$ cat config.mk
export PLATFORM = sky130hd
export DESIGN_NAME = dpr_queue
export DESIGN_NICKNAME = d
export VERILOG_FILES = /design/src/hdl/dpr_pkg.sv /design/src/hdl/dpr_queue.sv
export SDC_FILE = /design/constraint.sdc
export NUM_CORES = 1
export LEC_CHECK = 0
export BUFFER_PORTS_ARGS = -buffer_cell sky130_fd_sc_hd__buf_2
export CORE_AREA = 2 2 122 124
export DETAILED_ROUTE_END_ITERATION = 8
export DIE_AREA = 0 0 124 126
export PLACE_DENSITY = 0.78
export REMOVE_ABC_BUFFERS = 1
export SYNTH_ARGS = -nofsm -noshare
export SYNTH_HDL_FRONTEND = slang
export SYNTH_SLANG_ARGS = --single-unit
export TNS_END_PERCENT = 5
$ cat constraint.sdc
create_clock -name clk -period 6.5 [get_ports clk]
set_clock_uncertainty 0.15 [all_clocks]
set_input_delay 1.625 -clock clk [delete_from_list [all_inputs] [get_ports clk]]
set_output_delay 1.625 -clock clk [all_outputs]
set_load 0.01 [all_outputs]
$ cat src/hdl/dpr_pkg.sv
// Package: shared constants, types and register codes of the delta pair prefetcher.
`timescale 1ns / 1ps
package dpr_pkg;

    localparam int ADDR_WIDTH    = 32;
    localparam int TABLE_ENTRIES = 64;
    localparam int IDX_W         = $clog2(TABLE_ENTRIES);
    localparam int CNT_W         = $clog2(TABLE_ENTRIES + 1);
    localparam int SCORE_W       = 32;
    localparam int CFG_W         = 16;
    localparam int DATA_W        = 32;
    localparam int CFG_IDX_W     = 3;
    localparam int QUEUE_DEPTH   = 2;

    localparam logic [CFG_IDX_W-1:0] REG_BASE_SCORE    = 3'd0;
    localparam logic [CFG_IDX_W-1:0] REG_HIT_BOOST     = 3'd1;
    localparam logic [CFG_IDX_W-1:0] REG_MISS_PENALTY  = 3'd2;
    localparam logic [CFG_IDX_W-1:0] REG_KICK_MARGIN   = 3'd3;
    localparam logic [CFG_IDX_W-1:0] REG_MAX_PHYS_ADDR = 3'd4;

    typedef struct packed {
        logic [CFG_W-1:0]      base_score;
        logic [CFG_W-1:0]      hit_boost;
        logic [CFG_W-1:0]      miss_penalty;
        logic [CFG_W-1:0]      kick_margin;
        logic [ADDR_WIDTH-1:0] max_phys_addr;
    } cfg_t;

    // One classified access as handed from front to back.
    typedef struct packed {
        logic [ADDR_WIDTH-1:0] addr;
        logic [ADDR_WIDTH-1:0] delta;
        logic [ADDR_WIDTH-1:0] prev_delta;
        logic                  train;
    } item_t;

    typedef struct packed {
        logic [ADDR_WIDTH-1:0] older;
        logic [ADDR_WIDTH-1:0] newer;
        logic [ADDR_WIDTH-1:0] cand;
        logic [SCORE_W-1:0]    score;
    } entry_t;

    localparam int ITEM_W  = $bits(item_t);
    localparam int ENTRY_W = $bits(entry_t);

endpackage

$ cat src/hdl/dpr_queue.sv
// Short queue between front and back.
`timescale 1ns / 1ps
module dpr_queue (
    input  logic           clk,
    input  logic           rst_n,
    input  logic           push,
    input  dpr_pkg::item_t push_item,
    output logic           full,
    input  logic           pop,
    output logic           q_valid,
    output dpr_pkg::item_t q_item
);
    import dpr_pkg::*;

    localparam int PTR_W = $clog2(QUEUE_DEPTH);

    item_t                store_reg [QUEUE_DEPTH];
    logic [PTR_W-1:0]     wr_ptr_reg, rd_ptr_reg;
    logic [PTR_W:0]       fill_reg, fill_next;

    assign full    = (fill_reg == (PTR_W+1)'(QUEUE_DEPTH));
    assign q_valid = (fill_reg != '0);
    assign q_item  = store_reg[rd_ptr_reg];

    always_comb
    begin
        fill_next = fill_reg;
        if (push && !pop)
        begin
            fill_next = fill_reg + 1'b1;
        end
        else if (pop && !push)
        begin
            fill_next = fill_reg - 1'b1;
        end
    end

    always_ff @(posedge clk)
    begin
        if (push)
        begin
            store_reg[wr_ptr_reg] <= push_item;
        end
    end

    always_ff @(posedge clk or negedge rst_n)
    begin
        if (!rst_n)
        begin
            wr_ptr_reg <= '0;
            rd_ptr_reg <= '0;
            fill_reg   <= '0;
        end
        else
        begin
            if (push)
            begin
                wr_ptr_reg <= (wr_ptr_reg == PTR_W'(QUEUE_DEPTH - 1)) ? '0 : wr_ptr_reg + 1'b1;
            end
            if (pop)
            begin
                rd_ptr_reg <= (rd_ptr_reg == PTR_W'(QUEUE_DEPTH - 1)) ? '0 : rd_ptr_reg + 1'b1;
            end
            fill_reg <= fill_next;
        end
    end
endmodule

**After elaboration in Yosys (flattened, before gate mapping)**

Memories as Yosys holds them, arrays and structs flattened.
Index checks and enable logic that the tools add are counted.

- Register bits after elaboration: 4
- Bits in latches: 0
- Bits in writable memories: 194
- ROM bits: 0
- Input port bits: 101
- Output and inout bits: 99
- Word-level logic and storage cells: 21
- Memories: 1

- $add $sub $neg: 4
- Multiply operators: 0
- Divide/modulo/power cells: 0
- $lt $le $gt $ge: 0
- Equal/unequal tests: 1
- Shifts and indexed selects: 0
- Mux-type cells: 6
- Bitwise operators: 0
- Reduce and logical (&&, ||, !) cells: 6

Memory list:

| name | words | bits a word | rd ports | clocked after memory_dff | write ports | line | source |
|---|---|---|---|---|---|---|---|
| store_reg | 2 | 97 | 1 | 0 | 1 | dpr_queue.sv:17 | `item_t store_reg [QUEUE_DEPTH];` |

Operators by type and width:

| cell | number |
|---|---|
| 1-bit 2-to-1 mux | 4 |
| 2-bit 2-to-1 mux | 2 |
| 2-bit nonzero test | 2 |
| 1-bit adder (second input constant) | 2 |
| 2-bit by 1-bit adder with 2-bit output (second input constant) | 1 |
| 2-bit equality test (second input constant) | 1 |
| 1-bit logical AND | 2 |
| 1-bit logical NOT | 2 |
| 2-bit by 1-bit subtractor with 2-bit output (second input constant) | 1 |

**Logic depth before layout (Yosys ltp)**

- Word-level depth: 4
- Gate-level depth with buffers: 5
- Mapped depth without buffers: 5

**Worst setup path after synthesis**

No wires, ideal clock.

- Path type: input-to-reg
- Start: input port push
- End: memory store_reg[0][0] (netlist name), enable pin
- Setup time: 0.565 ns
- Arrival time: 5.849 ns
- Data required time: 5.785 ns
- Slack: -0.064 ns
- Stages on the path: 1
- Path buffers: 0
- Cell sequence: nor2b_1

- Cells in the longest elaborated chain, start to end: 2

Ends and longest elaborated chain:

| what | line | source |
|---|---|---|
| start: declaration | dpr_queue.sv:6 | `input logic push,` |
| 1-bit 2-to-1 mux | dpr_queue.sv:40 | `if (push)` |
| 1-bit 2-to-1 mux (implied by the code) | dpr_queue.sv:42 | `store_reg[wr_ptr_reg] <= push_item;` |
| end: declaration | dpr_queue.sv:17 |  |

Every way passes these cells.

==> impl_results.md <==
* Global-route wire length before repair at ~19,000 um
* Final Setup Violations at 0
* Mean Syn Cell Area at 22.8 sq um
* Top post-synthesis cells by area: edfxtp_1 80%, mux2_2 12%, mux2_4 4.1%, dfrtp_1 1.4%, buf_6 0.62%
* Synth Register Bits at 198
* Largest net degree at the start of global routing at 62
* Fillers at 1,046
* Min Tclk post-route at roughly 4.4 ns
* Post-Place Worst Slack at around 2.5 ns
* Via/cell ratio at between 4 and 5
* Finished Core Util at 0.629
* Worst VDD drop at ~0.29 mV
* Area fraction of the dominant cell type after synthesis at 0.802
* Number of global-route vias before repair at between 3,000 and 4,000
* Crit path kind: reg -> out
* Power per cell area at 424 nW/um^2
* Slew @ Worst Pin at around 1.1 ns
* Max reg flops at between 150 and 200
* # rows at between 40 and 50
* Nets at 630
* RSZ-0062 raised after global routing: no
* Critical path startpoint category: flip-flop
* CP required at around 4.7 ns
* Max_cap viols at 0
* Hold buffer count at CTS at 0
* Synth Cell Area at approximately 7300 sq um
* Setup TNS at 0 ns
* Master of the slowest instance on the critical path: dfrtp_4
* FMAX at 0.229 GHz
* R2R Setup Slk at about 4.3 ns
* R2R cell count at 2
* Worst-path clk slew at 0.07 ns
* Fin crit share at 0.671
* Netlist cell types at 14
* Synth Flop Type: edfxtp_1
* Pins over their slew limit at 0
* Synth area leader: edfxtp_1
* DIE HEIGHT at 126 um
* Crit Path Max Fanout at slightly above 60
* Remaining Overflow, GRT at 0
* Wirelength per Cell at 17.1 um
* Htree depth at 4
* Hold Path Class: reg -> reg
* Post-CTS resize count at 0
* Status: finished, final reports clean
* Starting Density at 0.507
* Worst r2r src: wr_ptr_reg
* Root Driver: clkbuf_16
* # IOs at 200
* DP HPWL at ~8200 um
* DRT Wirelength at roughly 12,000 um
* Vias at around 3,600
* CP endpoint kind: output port
* Crit path from: rd_ptr_reg
* DIE WIDTH at approximately 120 um
* Pleak at roughly 3.5 nW
* CTS tree: done
* Synth async-reset ratio at 0.0202
* Gpl congestion at 0.723
* Setup bufs post-CTS at 0
* # clock sinks at around 200
* 1st-pass router iterations at 4
* Worst R2R End: store_reg[0][28]
* Post-synth EDFFs at ~190
* Clk buf depth at 2
* Area Overhead vs Synth at 23.9%
* Count of input and output buffers at just under 200
* Total CTS buffers at 17
* Drt drc at 0
* Number of cells on the critical path at 3
* Antenna violations before repair at 2
* Layout cells sized above 1 at 0.612
* Synth Warn # at 0
* Die footprint at ~16,000 sq um
* Drt initial violations at 176
* GRT Total Usage at 0.162
* Critical Path Sink: q_item[16]
* Final worst slack at approximately 2.1 ns
* Clock Latency Late Sink at approximately 0.42 ns
* CP bufs+invs at 2
* Max incr delay on CP at about 0.97 ns
* Critical-path cell list: buf_4 > mux2_2 > buf_2
* Relative slew margins at 0.262
* Top-count cell post-synth: edfxtp_1
* Cell count after synthesis at around 320
* Critical path arrival at roughly 2.6 ns
* CP top delay family: flip-flops
* Core area at 14,300 sq um
* Commonest cells post-synth: 194 x edfxtp_1, 77 x mux2_2, 20 x mux2_4
* Sequential-to-total area share from yosys stat at 0.816
* Final Hold Fails at 0
* DRT antenna net count at 0
## through the flow
step                power, mW  cells  area, sq um  hold WS [ns]
CTS                      3.87    725         9000         0.341
detailed placement       2.91    693         8460         0.325
finish                   3.82    726         9000         0.339
global placement         2.88    693         8460         0.312
global route             4.01    726         9000         0.383
floorplan                2.55    307         7180         0.297
## final cells by class
cell class | count | area [sq um] | area share
Tap cell | 184 | 230 | 0.0256
Inverter | 1 | 3.75 | 0.000417
Multi-Input combinational cell | 108 | 1260 | 0.140
Antenna cell | 1 | 2.50 | 0.000278
Clock buffer | 20 | 437 | 0.0485
Timing Repair Buffer | 202 | 1030 | 0.115
Sequential cell | 198 | 5930 | 0.659
Clock inverter | 12 | 105 | 0.0117
## per-layer routing
layer / vias up / global-route usage / part of all wire
met3: 18 / 0.0607 / 0.078
met2: 129 / 0.266 / 0.51
met1: 1756 / 0.191 / 0.40
li1: 1687 / - / -
met4: 0 / 0.0681 / 0.019
met5: - / 0 / 0
## worst min path at each step
stage	cells past startpoint	start	slack [ns]	end
CTS	1	fill_reg[1]	0.34	fill_reg[1]
global route	1	fill_reg[1]	0.38	fill_reg[1]
detailed placement	1	fill_reg[1]	0.32	fill_reg[1]
finish	1	fill_reg[1]	0.34	fill_reg[1]
floorplan	1	fill_reg[1]	0.30	fill_reg[1]
global placement	1	fill_reg[1]	0.31	fill_reg[1]
## cells in the final DEF, fill, tap and decap left out, drive strengths merged
master,Yosys,routed
buf,11,202
edfxtp,194,194
mux2,97,97
clkbuf,0,20
clkinv,0,8
xor2,4,4
dfrtp,4,4
inv,1,3
nor2b,2,2
diode,0,1
or2,1,1
and2,1,1
xnor2,1,1
nor2,1,1
ha,1,1
clkinvlp,0,1
bufinv,0,1
## where the power goes
| group | switching [mW] | internal [mW] |
|---|---|---|
| clock network | 0.432 | 0.528 |
| registers | 0.136 | 1.70 |
| logic | 0.505 | 0.524 |
| total | 1.07 | 2.75 |
## logic make-up (layout without fill, tap and decap cells)
| logic type | Yosys count | count (layout) | synth area share |
|---|---|---|---|
| XOR/XNOR | 5 | 5 | 0.00603 |
| adder cells (fa/ha/maj) | 1 | 1 | 0.00172 |
| buffers and inverters | 12 | 235 | 0.0115 |
| flip-flops | 198 | 198 | 0.816 |
| multiplexers | 97 | 97 | 0.161 |
| other | 0 | 1 | 0 |
| AND/OR/NAND/NOR | 5 | 5 | 0.00396 |
## worst reg2reg max path, stage by stage (launching register included)
cell	delay, ns
dfrtp_1	0.43
nor2b_4	0.87
buf_12	0.40
(Power assumes the default switching activity.)
