===== src/hdl/dpr_pkg.sv =====
// Package: shared constants, types and register codes of the delta pair prefetcher.
`timescale 1ns / 1ps
package dpr_pkg;

    localparam int ADDR_WIDTH    = 32;
    localparam int TABLE_ENTRIES = 64;
    localparam int IDX_W         = $clog2(TABLE_ENTRIES);
    localparam int CNT_W         = $clog2(TABLE_ENTRIES + 1);
    localparam int SCORE_W       = 32;
    localparam int CFG_W         = 16;
    localparam int DATA_W        = 32;
    localparam int CFG_IDX_W     = 3;
    localparam int QUEUE_DEPTH   = 2;

    localparam logic [CFG_IDX_W-1:0] REG_BASE_SCORE    = 3'd0;
    localparam logic [CFG_IDX_W-1:0] REG_HIT_BOOST     = 3'd1;
    localparam logic [CFG_IDX_W-1:0] REG_MISS_PENALTY  = 3'd2;
    localparam logic [CFG_IDX_W-1:0] REG_KICK_MARGIN   = 3'd3;
    localparam logic [CFG_IDX_W-1:0] REG_MAX_PHYS_ADDR = 3'd4;

    typedef struct packed {
        logic [CFG_W-1:0]      base_score;
        logic [CFG_W-1:0]      hit_boost;
        logic [CFG_W-1:0]      miss_penalty;
        logic [CFG_W-1:0]      kick_margin;
        logic [ADDR_WIDTH-1:0] max_phys_addr;
    } cfg_t;

    // One classified access as handed from front to back.
    typedef struct packed {
        logic [ADDR_WIDTH-1:0] addr;
        logic [ADDR_WIDTH-1:0] delta;
        logic [ADDR_WIDTH-1:0] prev_delta;
        logic                  train;
    } item_t;

    typedef struct packed {
        logic [ADDR_WIDTH-1:0] older;
        logic [ADDR_WIDTH-1:0] newer;
        logic [ADDR_WIDTH-1:0] cand;
        logic [SCORE_W-1:0]    score;
    } entry_t;

    localparam int ITEM_W  = $bits(item_t);
    localparam int ENTRY_W = $bits(entry_t);

endpackage


===== src/hdl/dpr_front.sv =====
// Front end: accept accesses, form the delta and classify them for training.
`timescale 1ns / 1ps
module dpr_front (
    input  logic                           clk,
    input  logic                           rst_n,
    input  logic                           in_valid,
    output logic                           in_ready,
    input  logic [dpr_pkg::ADDR_WIDTH-1:0] access_addr,
    output logic                           push,
    output dpr_pkg::item_t                 push_item,
    input  logic                           q_full
);
    import dpr_pkg::*;

    logic [ADDR_WIDTH-1:0] last_addr_reg, last_addr_next;
    logic [ADDR_WIDTH-1:0] last_delta_reg, last_delta_next;
    logic [ADDR_WIDTH-1:0] delta;

    assign in_ready = !q_full;
    assign push     = in_valid && in_ready;
    assign delta    = access_addr - last_addr_reg;

    always_comb
    begin
        push_item.addr       = access_addr;
        push_item.delta      = delta;
        push_item.prev_delta = last_delta_reg;
        push_item.train      = (last_addr_reg != '0);
        last_addr_next       = push ? access_addr : last_addr_reg;
        last_delta_next      = push ? delta : last_delta_reg;
    end

    always_ff @(posedge clk or negedge rst_n)
    begin
        if (!rst_n)
        begin
            last_addr_reg  <= '0;
            last_delta_reg <= '0;
        end
        else
        begin
            last_addr_reg  <= last_addr_next;
            last_delta_reg <= last_delta_next;
        end
    end
endmodule


===== config.mk =====
export PLATFORM = sky130hd
export DESIGN_NAME = dpr_front
export DESIGN_NICKNAME = d
export VERILOG_FILES = /design/src/hdl/dpr_pkg.sv /design/src/hdl/dpr_front.sv
export SDC_FILE = /design/constraint.sdc
export NUM_CORES = 1
export LEC_CHECK = 0
export BUFFER_PORTS_ARGS = -buffer_cell sky130_fd_sc_hd__clkbuf_2
export CORE_MARGIN = 2
export CORE_UTILIZATION = 25
export CTS_BUF_LIST = sky130_fd_sc_hd__clkbuf_16
export DETAILED_ROUTE_END_ITERATION = 8
export GPL_TIMING_DRIVEN = 0
export SLEW_MARGIN = 20
export SYNTH_ARGS = -nofsm -noshare
export SYNTH_HDL_FRONTEND = slang
export SYNTH_SLANG_ARGS = --single-unit

===== constraint.sdc =====
create_clock -name clk -period 5.1 [get_ports clk]
set_input_delay 0.255 -clock clk [delete_from_list [all_inputs] [get_ports clk]]
set_output_delay 0.255 -clock clk [all_outputs]
set_load 0.05 [all_outputs]

Yosys cells after proc, flatten, opt, wreduce, memory -nomap -nowiden
Index checks and enable logic that the tools add are counted.
{ "classes": {"n_addsub": 1, "reduce_logical": 3} }
{ "op_table": {"columns": ["cell", "n"], "rows": [
  ["$reduce_bool 32->1", 1],
  ["$sub 32x32->32", 1],
  ["$logic_and 1x1->1", 1],
  ["$logic_not 1->1", 1]
]} }
{ "word_totals": {"word_cells": 6, "inputBits": 36, "reg_bits": 64} }

Longest topological paths before layout
Gate-level depths: netlist of the first run.
{ "logic_depth": {"word_depth": 2, "mapped_depth": 10, "mapped_depth_nobuf": 10} }

Worst setup path after synthesis of the first run
OpenSTA, ideal clock, no wires.
{ "synth_timing": {"path_type": "reg-to-output", "start": "register last_addr_reg[0]", "end": "output port push_item[61] (netlist name)", "stages_incl_launch_ff": 10, "t_arrival_ns": 3.106, "n_path_buf": 0, "setup_slack_ns": 1.739, "cell_sequence": "dfrtp_1 -> ha_1 -> fa_1 -> nand2b_1 -> a21oi_1 -> o21a_1 -> a31oi_1 -> or4_4 -> o21ai_1 -> xor2_1"} }
{ "synth_lines": {"columns": ["element", "line_no", "text"], "rows": [
  ["start: declaration", "dpr_front.sv:15", "logic [ADDR_WIDTH-1:0] last_addr_reg, last_addr_next;"],
  ["start signal: assignment", "dpr_front.sv:42", "last_addr_reg <= last_addr_next;"],
  ["end: declaration", "dpr_front.sv:10", "output dpr_pkg::item_t push_item,"]
]} }

==> results.ini, run 1 <==
[outcome]
outcome = finished clean

[placed_design]
dp.final_hpwl_um = 11100
placed_area_um2 = 5570
portBuffers = 134
gp_congestion = 0.870
placed_cells = 911

[setup_path]
r2r_slack_ns = 2.08
cp_num_cells = 10
cp_top_family = compound AO/OA/AOI/OAI gates
endpoint = push_item[61]
crit_fanout = 5
cpPeakStageDelay_ns = 0.59
arrival_ns = 3.55
rr_worst_depth = 9
path_cells = ha_1, fa_1, nand2b_1, a21oi_1, o21a_1, a31oi_1, or4_4, o21ai_1, xor2_1, clkbuf_2
critical_path_class = reg2out
cp_slowest_cell = or4_4
required_ns = 4.85
crit_path_start_kind = flip-flop
r2r_end = last_delta_reg[30]$_DFFE_PN0P_
reg2reg_from = last_addr_reg[0]$_DFFE_PN0P_
critPathCaptureType = output port
critPathBufInv = 1
crit_path_start = last_addr_reg[0]$_DFFE_PN0P_

[logic_synthesis]
ys_types = 55
synthCells = 547
syn_area_um2 = 4580
synth_area_leaders = dfrtp_1 (35%), ha_1 (8.5%), nand2_1 (8.1%), o21ai_0 (5.8%), buf_4 (5.6%)
synth_edf_count = 0
synth_ff_type = dfrtp_1
synthArstFlopShare = 1.00
synth_top_area_cell = dfrtp_1
syn_area_per_cell_um2 = 8.38
synthDominantCellAreaShare = 0.349
ys_seq_area_frac = 0.349
synth.net_count = 615
yosysWarnings = 0
synth-seq-cells = 64

[global_route]
grt_start_max_net_pins = 48
grt_usage = 0.146
antenna_found_initial = 1
grt_first_pass_wirelength_um = 22200
grt-ovfl-total = 0
grt_pass1_vias = 4106

[finish]
drive_gt1_frac = 0.306
post-route-util = 0.327
layout.nets = 762
fillers = 1905
synthToLayoutAreaGrowth_pct = 28.1
diodes = 0
multi_input_area_um2 = 2460
final_cell_mix = clkbuf_2 (133), nand2_1 (99), dfrtp_1 (64)
fin_cells = 928
seq_area_um2 = 1600
layout_commonest_cell = clkbuf_2
fin_area_um2 = 5870

[sta]
tightest_slew_ns = 0.802
finalSetupTns_ns = 0
layout_min_cycle_time_ns = 3.80
final-max-slew-violation-count = 0
whs_ns = 0.147
rsz0062_at_grt = false
hold_viol = 0
relSlewSlack = 0.466
fin_crit_sh = 0.746
fmax_mhz = 263
finalSetupViolations = 0
skew_ns = 0.00697

[clock_tree]
clk_latency_ns = 0.35
h-tree-depth = 3
post-cts-setup-buffers = 0
cts.clk_slew.worst_paths_ns = 0.06
clock_sinks = 64
cts-root-buf = clkbuf_16
cts_buffers = 9
cts_tree = done
clockBufferDepth = 2

[die]
core_area_um2 = 18000
die_area_um2 = 19400
ios = 135
start_util = 0.255
die_w_um = 139
dieHeight_um = 139
placementRows = 49

[power]
p_leak_nw = 2.87
p_per_area_nw_per_um2 = 514
ir_drop_uv = 293

[routing]
wl_per_cell_um = 15.2
vias_per_cell = 4.60
ant_nets = 0
drt-pass1-iter-count = 4
vias = 4265
drtIter0Drc = 233
wl_um = 14100
drc_errors = 0

[hold_path]
min_path_type = in2reg

[job]
maxCapViolCount = 0

-- worst min-delay path: stages --
cell,delay [ns]
clkbuf_2,0.10
nand2_1,0.04
o21ai_0,0.06
-- stage by stage --
stage / setup slack [ns] / power, W
2_1_floorplan: 1.74 / 0.00200
3_3_place_gp: 1.62 / 0.00240
3_5_place_dp: 1.62 / 0.00241
4_1_cts: 1.27 / 0.00304
5_1_grt: 1.08 / 0.00319
6_report: 1.30 / 0.00302
-- layout make-up --
type,count,share of cell area
clock inverter,7,0.0111
timing repair buffer,136,0.121
clock buffer,9,0.0384
sequential,64,0.273
tap,229,0.0488
multi-input combinational,385,0.420
inverter,43,0.0275
buffer,55,0.0605
-- timing repair --
item                       4_1_cts  5_1_grt
resized for setup                0        0
hold buffers                     1        0
setup endpoints to repair        0        0
hold endpoints to repair        17        0
-- logic make-up after synthesis --
kind of cell               share of synthesized area
xor gates and xnor gates                      0.0573
muxes                                         0.0390
adders and majority gates                     0.0890
AOI/OAI and AO/OA                              0.180
DFF                                            0.349
buffers and inverters                          0.113
and+or+nand+nor                                0.173
-- how the worst min path moves through the flow --
stage | from | end | slack (ns) | cells past startpoint
4_1_cts | access_addr[15] | last_addr_reg[15]$_DFFE_PN0P_ | 0.14 | 3
2_1_floorplan | rst_n | last_addr_reg[0]$_DFFE_PN0P_ | -0.04 | 0
6_report | access_addr[15] | last_addr_reg[15]$_DFFE_PN0P_ | 0.15 | 3
3_3_place_gp | last_delta_reg[5]$_DFFE_PN0P_ | last_delta_reg[5]$_DFFE_PN0P_ | 0.46 | 2
3_5_place_dp | rst_n | last_delta_reg[5]$_DFFE_PN0P_ | 0.19 | 1
5_1_grt | access_addr[15] | last_addr_reg[15]$_DFFE_PN0P_ | 0.16 | 3
-- synthesized netlist by cell type (14+ instances only) --
cell type	instances
o21ai_0	53
ha_1	31
nand2_1	99
a21oi_1	34
clkbuf_1	15
inv_1	43
mux2_2	15
dfrtp_1	64
nor2_1	14
nand4_1	15
buf_4	34
xnor2_1	19
-- routing by layer --
metal	vias to the layer above	wire length (um)	global-route usage
li1	2160	-	-
met1	1967	6470	0.190
met2	116	6640	0.239
met3	20	734	0.0313
met4	2	271	0.0579
met5	-	10	0
-- power breakdown --
group          total, W  internal [W]  switching, W  leakage [nW]
Combinational   0.00169      0.000426       0.00127          1.95
Sequential     0.000708      0.000638     0.0000692         0.778
Clock          0.000617      0.000374      0.000244         0.142
Total           0.00302       0.00144       0.00158          2.87
Note: power is estimated with default switching activity, not from simulation.
==> inputs of run 2 (changes only) <==
--- a/config.mk
+++ b/config.mk
@@ -5,6 +5,7 @@
 export SDC_FILE = /design/constraint.sdc
 export NUM_CORES = 1
 export LEC_CHECK = 0
+export ABC_AREA = 1
 export BUFFER_PORTS_ARGS = -buffer_cell sky130_fd_sc_hd__clkbuf_2
 export CORE_MARGIN = 2
 export CORE_UTILIZATION = 25
==> constraint.sdc (replaced) <==
create_clock -name clk -period 3.4 [get_ports clk]
set_input_delay 0.17 -clock clk [delete_from_list [all_inputs] [get_ports clk]]
set_output_delay 0.17 -clock clk [all_outputs]
set_load 0.05 [all_outputs]
==> run 2 against run 1 <==
  * Combinational power rose by 35%
  * Synthesized area grew 13%
  * Critical path depth up 1
  * Worst setup slack got worse by 0.70 ns
  * Core utilization decreased by 0.78 points
  * Clock power increased by 30%
  * Cell area rose by 10%
  * Non-clock buffer count fell by 10
  * Total power up 35%
  * Clock skew shrank 0.0024 ns
  * Critical path type unchanged
  * Largest power group unchanged
==> results.ini, run 2 <==
[outcome]
outcome = finished clean

[logic_synthesis]
synth-seq-cells = 64
synth_most_common_cell = nand2_1
synth_area_leaders = dfrtp_1 (31%), nand2_1 (24%), inv_1 (11%), ha_1 (7.5%), buf_4 (4.6%)
syn_area_per_cell_um2 = 6.33
synth_edf_count = 0
syn_area_um2 = 5180
synth_top_area_cell = dfrtp_1
synth_ff_type = dfrtp_1
yosysWarnings = 0
synthArstFlopShare = 1.00
ys_types = 29
ys_seq_area_frac = 0.309
synthDominantCellAreaShare = 0.309
synthCells = 818
synth.net_count = 886
ys_top_cells_by_count = nand2_1 (336), inv_1 (150), dfrtp_1 (64)

[setup_path]
crit_path_start = last_addr_reg[0]$_DFFE_PN0P_
critPathCaptureType = output port
crit_path_start_kind = flip-flop
rr_worst_depth = 14
arrival_ns = 2.64
required_ns = 3.23
r2r_slack_ns = 1.25
r2r_end = last_delta_reg[24]$_DFFE_PN0P_
critical_path_class = reg2out
crit_fanout = 3
reg2reg_from = last_addr_reg[0]$_DFFE_PN0P_

[finish]
drive_gt1_frac = 0.201
fin_area_um2 = 6470
layout_commonest_cell = nand2_1
final_cell_mix = nand2_1 (336), inv_1 (150), clkbuf_2 (133)
layout.nets = 1033
diodes = 0
synthToLayoutAreaGrowth_pct = 25.0

[sta]
fin_crit_sh = 0.825
fmax_mhz = 356
final-max-slew-violation-count = 0
fin_ws_ns = 0.593
layout_min_cycle_time_ns = 2.81
skew_ns = 0.00453
relSlewSlack = 0.607
finalSetupTns_ns = 0
finalSetupViolations = 0
hold_viol = 0
rsz0062_at_grt = false
tightest_slew_ns = 0.590

[job]
maxCapViolCount = 0

[die]
die_w_um = 148
placementRows = 52
ios = 135
core_area_um2 = 20300
die_area_um2 = 21900
start_util = 0.255
dieHeight_um = 148

[routing]
drtIter0Drc = 291
wl_um = 15300
drc_errors = 0
ant_nets = 0
drt-pass1-iter-count = 5
wl_per_cell_um = 12.4
vias = 5112
vias_per_cell = 4.12

[global_route]
grt-ovfl-total = 0
grt_first_pass_wirelength_um = 24700
grt_start_max_net_pins = 34
grt_usage = 0.144
antenna_found_initial = 0
grt_pass1_vias = 4798

[clock_tree]
cts_buffers = 9
cts-root-buf = clkbuf_16
clockBufferDepth = 2
cts_tree = done
h-tree-depth = 3
clk_latency_ns = 0.33
post-cts-setup-buffers = 0
cts.clk_slew.worst_paths_ns = 0.05
clock_sinks = 64

[power]
total_power_w = 0.00408
p_per_area_nw_per_um2 = 631
p_leak_nw = 3.89
ir_drop_uv = 263

[hold_path]
min_path_type = in2reg
min_to = last_addr_reg[4]$_DFFE_PN0P_
hp-start = access_addr[4]
min_path_cells = 3

[placed_design]
placed_area_um2 = 6210
dp.final_hpwl_um = 12900
gp_congestion = 0.885
dp_slack_ns = 0.957
portBuffers = 134

==> run 2: cell types whose count changed after synthesis, sizes merged, moves of 6 or more <==
cell    delta
a21oi     -15
and2      +15
and3       -6
inv      +109
mux2      -15
nand2    +244
nand3     +26
nand3b     +6
nand4     -14
nor2      +26
o211ai     -7
o21ai     -23
xnor2     -18
==> run 2: repair_timing <==
action | 4_1_cts | 5_1_grt
hold buffers | 1 | 0
gates resized for setup | 0 | 0
endpoints found under the hold margin | 31 | 0
==> run 2: how the worst max path moves through the flow <==
stage | to | slack (ns) | cells after the start
final | push_item[61] | 0.59 | 11
after global routing | push_item[57] | 0.40 | 13
after floorplan | last_delta_reg[12]$_DFFE_PN0P_ | 0.94 | 10
after CTS | push_item[61] | 0.58 | 11
after detailed placement | push_item[61] | 0.96 | 11
after global placement | push_item[57] | 0.94 | 13
==> run 2: layout make-up <==
cell class                      instances  area, um^2
Buffer                                 45         290
Clock buffer                            9         225
Clock inverter                          7        28.8
Fill cell                            2233       13800
Inverter                              152         571
Multi-Input combinational cell        557        2720
Sequential cell                        64        1600
Tap cell                              270         338
Timing Repair Buffer                  136         703
==> run 2: power by group <==
part	internal [W]	switching (W)	total (W)
clock	0.000477	0.000328	0.000805
combinational	0.000553	0.00173	0.00228
sequential	0.000915	0.0000809	0.000996
==> run 2: cell families after synthesis <==
| kind of cell | share of synthesized area |
|---|---|
| and+or+nand+nor | 0.362 |
| buffers and inverters | 0.166 |
| DFF | 0.309 |
| AOI/OAI and AO/OA | 0.0541 |
| adders and majority gates | 0.0787 |
| xor gates and xnor gates | 0.0300 |
==> run 2: worst max-delay path, cell delays in order, from the launching register on <==
cell	delay, ns
dfrtp_1	0.40
ha_1	0.23
fa_1	0.42
inv_1	0.10
nand3_1	0.06
nand2_1	0.13
nand3_1	0.09
nand3b_1	0.20
nand2_1	0.13
nand3_1	0.12
and2_1	0.15
clkbuf_2	0.28
==> run 2: routing by layer <==
metal / vias to the layer above / track usage / wire, um / share of wire
li1: 2724 / - / - / -
met1: 2235 / 0.200 / 7310 / 0.48
met2: 135 / 0.233 / 6990 / 0.46
met3: 18 / 0.0213 / 776 / 0.051
met4: 0 / 0.0443 / 276 / 0.018
met5: - / 0 / 0 / 0
==> run 2: through the flow <==
stage               cells   util  hold WS [ns]
CTS                  1240  0.319        0.0884
global placement     1222  0.305         0.432
detailed placement   1223  0.306         0.174
floorplan             818      -        -0.126
finish               1240  0.319        0.0949
global route         1240  0.319         0.116
==> inputs of run 3 (changes only) <==
--- a/config.mk
+++ b/config.mk
@@ -5,7 +5,7 @@
 export SDC_FILE = /design/constraint.sdc
 export NUM_CORES = 1
 export LEC_CHECK = 0
-export ABC_AREA = 1
+export ABC_AREA = 0
 export BUFFER_PORTS_ARGS = -buffer_cell sky130_fd_sc_hd__clkbuf_2
 export CORE_MARGIN = 2
 export CORE_UTILIZATION = 25
==> constraint.sdc (replaced) <==
create_clock -name clk -period 2.26 [get_ports clk]
set_input_delay 0.113 -clock clk [delete_from_list [all_inputs] [get_ports clk]]
set_output_delay 0.113 -clock clk [all_outputs]
set_load 0.05 [all_outputs]
==> run 3 against run 2 <==
  * The flow now finishes with violations (negative setup slack)
  * Total power is 120% higher
  * Combinational power grew to 2.5 times the previous value
  * Worst setup slack lost 1.3 ns
  * Clock skew increased by 0.0040 ns
  * Clock power up 85%
  * Sequential share of layout area down 5.1 points
  * Worst hold slack lost 0.076 ns
  * Core utilization up 14 points
  * Routed wire length is 5.2% higher
  * Cell count fell by 18%
  * Largest power group unchanged
==> results.ini, run 3 (synthesis results as in run 1) <==
[setup_path]
required_ns = 2.15
cpPeakStageDelay_ns = 0.47
arrival_ns = 2.90
path_cells = ha_2, fa_2, nand2b_4, a21oi_4, o21a_4, a31oi_4, or4_4, o21ai_4, xor2_4, buf_8
critPathCaptureType = output port
cp_slowest_cell = or4_4
crit_path_start_kind = flip-flop
crit_fanout = 3
critical_path_class = reg2out

[routing]
ant_nets = 0
wl_met2_um = 8010
wl_met3_um = 997
top_layer = met4
drt-pass1-iter-count = 4
vias = 4772
wl_um = 16100
vias_per_cell = 4.72
drc_errors = 0
drtIter0Drc = 201
m1WireLength_um = 6970
wl_per_cell_um = 16.0

[die]
core_area_um2 = 18000
dieHeight_um = 139
die_w_um = 139
die_area_um2 = 19400
start_util = 0.255
ios = 135
placementRows = 49

[finish]
fillers = 1683
post-route-util = 0.455
drive_gt1_frac = 0.539
final_cell_mix = clkbuf_2 (105), nand2_1 (93), buf_4 (90)
layout.nets = 846
layout_commonest_cell = clkbuf_2
fin_cells = 1012
diodes = 0
synthToLayoutAreaGrowth_pct = 78.2

[placed_design]
gp_congestion = 0.868
dp_slack_ns = -0.631
placed_cells = 911
portBuffers = 134
dp.final_hpwl_um = 11400

[power]
p_leak_nw = 3.71
total_power_w = 0.00885
ir_drop_uv = 746
p_per_area_nw_per_um2 = 1080

[sta]
skew_ns = 0.00848
relSlewSlack = 0.450
fmax_mhz = 332
final-max-slew-violation-count = 0
layout_min_cycle_time_ns = 3.01
tightest_slew_ns = 0.826
fin_ws_ns = -0.752
rsz0062_at_grt = true
fin_crit_sh = 1.33
hold_viol = 0
finalSetupViolations = 47
finalSetupTns_ns = -17.21

[clock_tree]
cts.clk_slew.worst_paths_ns = 0.06
cts-root-buf = clkbuf_16
clockBufferDepth = 2
cts_tree = done
cts_buffers = 9
clock_sinks = 64
h-tree-depth = 3
clk_latency_ns = 0.35

[outcome]
outcome = finished with violations
violations = negative setup slack

[job]
maxCapViolCount = 0

[global_route]
grt_first_pass_wirelength_um = 25000
grt_start_max_net_pins = 43
grt_pass1_vias = 4656
grt-ovfl-total = 0
antenna_found_initial = 0
grt_usage = 0.164

[hold_path]
min_path_type = in2reg

run 3: cell count changes in the layout (fill, tap and decap cells not counted), sizes merged, moves of 15 or more:
cell	change
nor2	-26
nand2	-244
buf	+118
nand3	-26
o21ai	+23
and2	-15
a21oi	+15
inv	-108
clkbuf	-24
mux2	+15
xnor2	+18
run 3: critical path, delay by kind of cell, from the launching register on:
family | cells | cell delay (ns)
AO/OA/AOI/OAI | 4 | 0.66
AND/OR/NAND/NOR | 2 | 0.64
adder cells (fa/ha/maj) | 2 | 0.54
flip-flops | 1 | 0.38
XOR/XNOR | 1 | 0.17
buffers and inverters | 1 | 0.16
run 3: timing repair:
item,4_1_cts,5_1_grt
gates cloned,0,0
setup buffers,67,26
gates resized for setup,163,72
hold buffers,1,0
pin swaps,59,36
setup endpoints to repair,46,49
endpoints found under the hold margin,22,0
run 3: metrics by stage:
stage / hold slack (ns) / area (um^2)
2_1_floorplan: -0.183 / 5200
3_3_place_gp: 0.358 / 6160
3_5_place_dp: 0.0843 / 6190
4_1_cts: 0.00276 / 7810
5_1_grt: 0.0302 / 8170
6_report: 0.0185 / 8170
run 3: worst paths after layout:
path / from / endpoint / slack, ns / cells after the start
min in group asynchronous: rst_n / last_addr_reg[29]$_DFFE_PN0P_ / 0.25 / 2
max in group asynchronous: rst_n / last_delta_reg[8]$_DFFE_PN0P_ / 1.47 / 3
setup reg to reg: last_addr_reg[5]$_DFFE_PN0P_ / last_delta_reg[25]$_DFFE_PN0P_ / -0.47 / 12
setup / recovery: last_addr_reg[0]$_DFFE_PN0P_ / push_item[61] / -0.75 / 10
hold / removal: access_addr[28] / last_addr_reg[28]$_DFFE_PN0P_ / 0.02 / 3
hold reg to reg: last_delta_reg[11]$_DFFE_PN0P_ / last_delta_reg[11]$_DFFE_PN0P_ / 0.48 / 2
run 3: where the power goes:
group          total (W)  switching, W  internal [W]  leakage [nW]
sequential       0.00161      0.000167       0.00144         0.778
clock            0.00149      0.000540      0.000955         0.150
combinational    0.00575       0.00345       0.00230          2.78
total            0.00885       0.00416       0.00469          3.71
run 3: per-layer routing:
metal  vias up  global-route usage
met5         -                   0
met4         0              0.0351
met3        18              0.0440
met2       138               0.280
met1      2291               0.209
li1       2325                   -
run 3: final cells by class:
cell class | instances | area (um^2) | area share
Clock inverter | 7 | 87.6 | 0.0107
Clock buffer | 9 | 225 | 0.0276
Timing Repair Buffer | 223 | 1770 | 0.217
Sequential cell | 64 | 1600 | 0.196
Tap cell | 229 | 287 | 0.0351
Inverter | 43 | 161 | 0.0198
Multi-Input combinational cell | 385 | 3670 | 0.449
Buffer | 52 | 363 | 0.0444
